**src/rtl/bsm_pkg.sv**
```systemverilog
// Shared constants, types and the Booth recoding function for the Booth multiplier.
package bsm_pkg;

  // Width of the operand and product ports.
  localparam int unsigned FIELD_W = 32;

  // Default datapath width of the Booth array.
  localparam int unsigned WIDTH_DEF = 32;

  // Operation that one radix-2 Booth step applies to the accumulator.
  typedef enum logic [1:0] {
    BOOTH_NOP = 2'd0,
    BOOTH_ADD = 2'd1,
    BOOTH_SUB = 2'd2
  } booth_op_t;

  // Recode the current multiplier bit and the bit shifted out before it.
  function automatic booth_op_t booth_decode(input logic cur, input logic prev);
    booth_op_t op;
    unique case ({cur, prev})
      2'b10:   op = BOOTH_SUB;
      2'b01:   op = BOOTH_ADD;
      default: op = BOOTH_NOP;
    endcase
    return op;
  endfunction

endpackage

```
**src/rtl/bsm_cell.sv**
```systemverilog
// One radix-2 Booth step with its pipeline register.
module bsm_cell
  import bsm_pkg::*;
#(
  parameter int unsigned WIDTH = WIDTH_DEF
) (
  input  logic             clk,
  input  logic             rst_n,
  input  logic             valid_i,
  input  logic [WIDTH-1:0] acc_i,
  input  logic [WIDTH-1:0] q_i,
  input  logic             prev_i,
  input  logic [WIDTH-1:0] m_i,
  output logic             valid_o,
  output logic [WIDTH-1:0] acc_o,
  output logic [WIDTH-1:0] q_o,
  output logic             prev_o,
  output logic [WIDTH-1:0] m_o
);

  logic             valid_r;
  logic [WIDTH-1:0] acc_r, acc_nxt;
  logic [WIDTH-1:0] q_r, q_nxt;
  logic             prev_r, prev_nxt;
  logic [WIDTH-1:0] m_r;
  logic [WIDTH-1:0] sum;

  always_comb begin
    unique case (booth_decode(q_i[0], prev_i))
      BOOTH_ADD: sum = acc_i + m_i;
      BOOTH_SUB: sum = acc_i - m_i;
      default:   sum = acc_i;
    endcase
    // Arithmetic right shift of the accumulator and multiplier pair.
    acc_nxt  = {sum[WIDTH-1], sum[WIDTH-1:1]};
    q_nxt    = {sum[0], q_i[WIDTH-1:1]};
    prev_nxt = q_i[0];
  end

  always_ff @(posedge clk) begin
    if (!rst_n) begin
      valid_r <= 1'b0;
    end else begin
      valid_r <= valid_i;
    end
  end

  always_ff @(posedge clk) begin
    acc_r  <= acc_nxt;
    q_r    <= q_nxt;
    prev_r <= prev_nxt;
    m_r    <= m_i;
  end

  assign valid_o = valid_r;
  assign acc_o   = acc_r;
  assign q_o     = q_r;
  assign prev_o  = prev_r;
  assign m_o     = m_r;

endmodule

```
**config.mk**
```make
export PLATFORM = sky130hd
export DESIGN_NAME = bsm_cell
export DESIGN_NICKNAME = d
export VERILOG_FILES = /design/src/rtl/bsm_pkg.sv /design/src/rtl/bsm_cell.sv
export SDC_FILE = /design/constraint.sdc
export NUM_CORES = 1
export LEC_CHECK = 0
export BUFFER_PORTS_ARGS = -buffer_cell sky130_fd_sc_hd__buf_2
export CAP_MARGIN = 20
export CELL_PAD_IN_SITES_DETAIL_PLACEMENT = 0
export CELL_PAD_IN_SITES_GLOBAL_PLACEMENT = 2
export CORE_MARGIN = 1
export CORE_UTILIZATION = 28
export CTS_BUF_LIST = sky130_fd_sc_hd__clkbuf_8
export DETAILED_ROUTE_END_ITERATION = 10
export MAX_ROUTING_LAYER = met4
export PLACE_DENSITY = 0.82
export SKIP_CTS_REPAIR_TIMING = 1
export SLEW_MARGIN = 25
export SYNTH_ARGS = -nofsm -noshare
export SYNTH_HDL_FRONTEND = slang
export SYNTH_SLANG_ARGS = --single-unit
```
**constraint.sdc**
```tcl
create_clock -name clk -period 4.1 [get_ports clk]
set_input_delay 0.615 -clock clk [delete_from_list [all_inputs] [get_ports clk]]
set_output_delay 0.615 -clock clk [all_outputs]
set_load 0.1 [all_outputs]
```
; Yosys cells after proc, flatten, opt, wreduce, memory -nomap -nowiden
; Cells that the tools add are included.
; W data, S select, Z words.
[totals]
reg_bits = 97
inputBits = 100
out_inout_bits = 98
word_cells = 13
[op_classes]
add_sub_neg = 2
eq_ne = 4
mux = 2
[op_table]
columns = cell, count
row1 = $pmux W32 S2, 1
row2 = $add A32 B32 Y32, 1
row3 = $sub A32 B32 Y32, 1
row4 = $eq A2 B1 Y1 const B, 2
row5 = $eq A2 B2 Y1 const B, 2
row6 = $pmux W2 S2, 1

; Depth between registers and ports, before layout
[depth]
ltp_word = 4
ltp_mapped = 18
mapped_depth_nobuf = 17

; Least setup slack after synthesis
; Ideal clock, no wire load.
[synth_path]
path_type = input to register
startpoint = input port m_i[8]
endpoint = register acc_o[30] (netlist name)
arrival_ns = 3.716
t_required_ns = 3.982
slack_ns = 0.267
stages = 16
path_buffers = 0
cell_sequence = or4_4 nor3_4 and2_2 and3b_1 and3_1 a21oi_1 xnor2_1 ha_1 a21o_1 a21oi_1 nor2_1 or2_2 or3_1 a21oi_1 a211o_1 nor4_2
[synth_between]
elab_chain_len = 2
[synth_rtl]
columns = item, line_no
row1 = "start, declared", bsm_cell.sv:13  ; input logic [WIDTH-1:0] m_i,
row2 = $sub A32 B32 Y32 / $add A32 B32 Y32 (equally long branches), "bsm_cell.sv:31, bsm_cell.sv:30"
row3 = $pmux W32 S2 (*), bsm_cell.sv:29  ; unique case (booth_decode(q_i[0], prev_i))
row4 = named net sum[31], bsm_cell.sv:26  ; logic [WIDTH-1:0] sum;
; Mark *: on every way through the listed nets, which the timed path passes. The rest lies on a longest branch.
; A chain may end at the register's enable or synchronous reset.

; Final worst setup path
[layout_path]
startpoint = input port m_i[8]
endpoint = register acc_r[26], in the netlist acc_o[26]
[layout_between]
elab_chain_len = 2
[layout_rtl]
columns = item, line_no
row1 = $sub A32 B32 Y32 / $add A32 B32 Y32 (equally long branches), "bsm_cell.sv:31, bsm_cell.sv:30"
row2 = $pmux W32 S2 (*), bsm_cell.sv:29
row3 = named net sum[27], bsm_cell.sv:26
row4 = "end signal, assigned", bsm_cell.sv:49  ; acc_r <= acc_nxt;
row5 = "end, declared", bsm_cell.sv:22  ; logic [WIDTH-1:0] acc_r, acc_nxt;
; Marks and branches as above.

==> flow_metrics.tcl <==
set metrics [dict create \
    detail_route.wl_per_cell_microns 14.3 \
    swShare 0.484 \
    wl_microns 14000 \
    die_h_microns 132 \
    intPower_uw 1720 \
    synth_cells 532 \
    cp-start-kind "primary input" \
    synth_top_area_frac 0.411 \
    synth_ff_type "dfxtp_1" \
    min_path_type "primary input to flop" \
    clk_pin_slew_ns 0.10 \
    finalCritPeriodShare 0.903 \
    grt_max_degree 58 \
    netlist_area_sq_um 4730 \
    slew-limit-headroom 0.640 \
    fmax_mhz 270 \
    p_leak_uw 0.00302 \
    cts_buffers 9 \
    p_seq_frac 0.322 \
    synthTopCellsByCount "dfxtp_1, nand2_1, a21oi_1" \
    ys_types 60 \
    die_width_microns 132 \
    grt_antenna_before_repair 0 \
    drive_gt1_frac 0.338 \
    synth_seq_cells 97 \
    syn_avg_cell_area_sq_um 8.89 \
    ant_nets 0 \
    multi_input_comb_area_sq_um 2640 \
    coreArea_sq_um 16500 \
    fp.dieArea_sq_um 17400 \
    gp_congestion 0.822 \
    crit_type "primary input to flop" \
    port_buffers 197 \
    area_delta_synth_final_pct 34.7 \
    rsz0062_at_grt "no" \
    antenna_cells 0 \
    nNetsFinal 889 \
    cts_tree "done" \
    critPathArrivalTime_ns 3.96 \
    grt_usage 0.168 \
    clkSinkCount 97 \
    grt_overflow 0 \
    yosys.area.top_type "dfxtp_1" \
    path_max_fanout 5 \
    post_drt_via_cell_ratio 4.59 \
    clkPwrFrac 0.200 \
    cp.required_ns 4.36 \
    fillers 1706 \
    ctsLongestPathBuffers 2 \
    firstDrtPassIters 4 \
    yosysWarnings 0 \
    setup_viol 0 \
    hpwl_microns 11400 \
    syn_nets 666 \
    vias 4501 \
    power_uw 3330 \
    crit_start "m_i[8]" \
    worst_slew_pin_slew_ns 0.535 \
    maxCapViolations 0 \
    hold_viol_final 0 \
    drv_slew 0 \
    ios 198 \
    start_util 0.286 \
    critPathCapture "acc_o[26]$_DFF_P_" \
    end_kind "flop" \
    ir_worst_vdd_v 0.000188 \
    synth-edff-count 0 \
    regArea_sq_um 1940 \
    drc 0 \
    grt_pass1_wl_microns 22200 \
    rows 47 \
    synth_area_leaders "dfxtp_1, ha_1, xnor2_1" \
    run_status "complete, no violations" \
    fin_util 0.385 \
    grt_pass1_vias 4423 \
    pwr_density_cell_nw_per_um2 523 \
    async_flop_share 0 \
    cts_max_level 3 \
    switchingPower_uw 1610 \
    cts-root-buf "clkbuf_8" \
    drt_iter0_markers 161 \
    fin_setup_tns_ns 0 \
    ys_seq_area_frac 0.411 \
    yosysMostFrequentCell "dfxtp_1" \
    comb_power_share 0.478 \
    period_minus_slack_ns 3.70 \
]
flip-flops by register name, summed over array words and instances, names as in the netlist:
| register | count |
|---|---|
| acc_o | 31 |
| valid_o | 1 |
| q_o | 32 |
| prev_o | 1 |
| m_o | 32 |
critical path, cell delays in order:
cell,delay (ns)
buf_2,0.11
or4_4,0.54
nor3_4,0.15
and2_2,0.18
and3b_1,0.25
a21oi_1,0.11
xnor2_1,0.20
ha_1,0.29
nand2_1,0.08
nand2_1,0.05
a211oi_1,0.37
o31ai_1,0.10
a21o_1,0.19
o41ai_2,0.28
buf_4,0.19
xor2_1,0.14
o21ai_0,0.08
final cells by class:
cell class,count,share of cell area
clock buffer,9,0.0194
clock inverter,7,0.0134
inverter,19,0.0112
multi-input combinational,398,0.414
sequential,97,0.305
tap,220,0.0432
timing repair buffer,230,0.194
how the worst min path moves through the flow:
stage	start	end	slack (ns)	cells after the start
3_5_place_dp	q_i[27]	q_o[26]$_DFF_P_	0.72	1
5_1_grt	q_i[20]	q_o[19]$_DFF_P_	0.29	1
6_report	q_i[27]	q_o[26]$_DFF_P_	0.32	1
2_1_floorplan	m_i[0]	m_o[0]$_DFF_P_	0.64	0
4_1_cts	q_i[16]	q_o[15]$_DFF_P_	0.30	1
3_3_place_gp	q_i[30]	q_o[29]$_DFF_P_	0.72	1
metrics by stage:
stage	setup slack, ns	hold slack, ns	area [sq um]	instances
2_1_floorplan	0.267	0.643	4730	532
3_3_place_gp	0.0315	0.717	6160	964
3_5_place_dp	-0.0265	0.719	6160	964
4_1_cts	0.396	0.295	6370	980
5_1_grt	0.155	0.292	6370	980
6_report	0.397	0.325	6370	980
metal layers:
metal / share of wire / global-route usage / up-vias / wire length (microns)
li1: - / - / 2322 / -
met1: 0.48 / 0.216 / 2035 / 6780
met2: 0.45 / 0.258 / 130 / 6330
met3: 0.055 / 0.0404 / 14 / 767
met4: 0.011 / 0.0523 / 0 / 148
met5: 0 / - / - / 0
power groups by stage:
stage	sequential, uW	combinational [uW]	clock (uW)
3_3_place_gp	1090	1590	0
3_5_place_dp	1090	1590	0
6_report	1070	1590	667
2_1_floorplan	1870	462	0
4_1_cts	1070	1590	701
5_1_grt	1080	1680	739
cell families after synthesis:
logic type	count (synthesis)	synth area share
adder cells (fa/ha/maj)	34	0.0915
multiplexers	4	0.00899
AO/OA/AOI/OAI	142	0.185
XOR/XNOR	55	0.102
flip-flops	97	0.411
buffers and inverters	37	0.0317
AND/OR/NAND/NOR	163	0.170
cells in the final DEF (no fill, tap or decap), types with 4 or more instances in the layout:
master / count
and3_1: 5
nor4_1: 6
xor2_1: 14
nand2_1: 58
clkbuf_8: 9
a41oi_1: 4
nand3_1: 4
o211ai_1: 4
nand4_1: 8
a21oi_1: 42
buf_4: 33
o21bai_1: 6
inv_1: 19
nor2_1: 39
buf_2: 197
a211oi_1: 7
o21ai_0: 41
a21o_1: 11
nor3_1: 14
nand2b_1: 4
a31oi_1: 8
and2_1: 4
xnor2_1: 41
dfxtp_1: 97
ha_1: 33
Power figures use the tool's default switching activity.
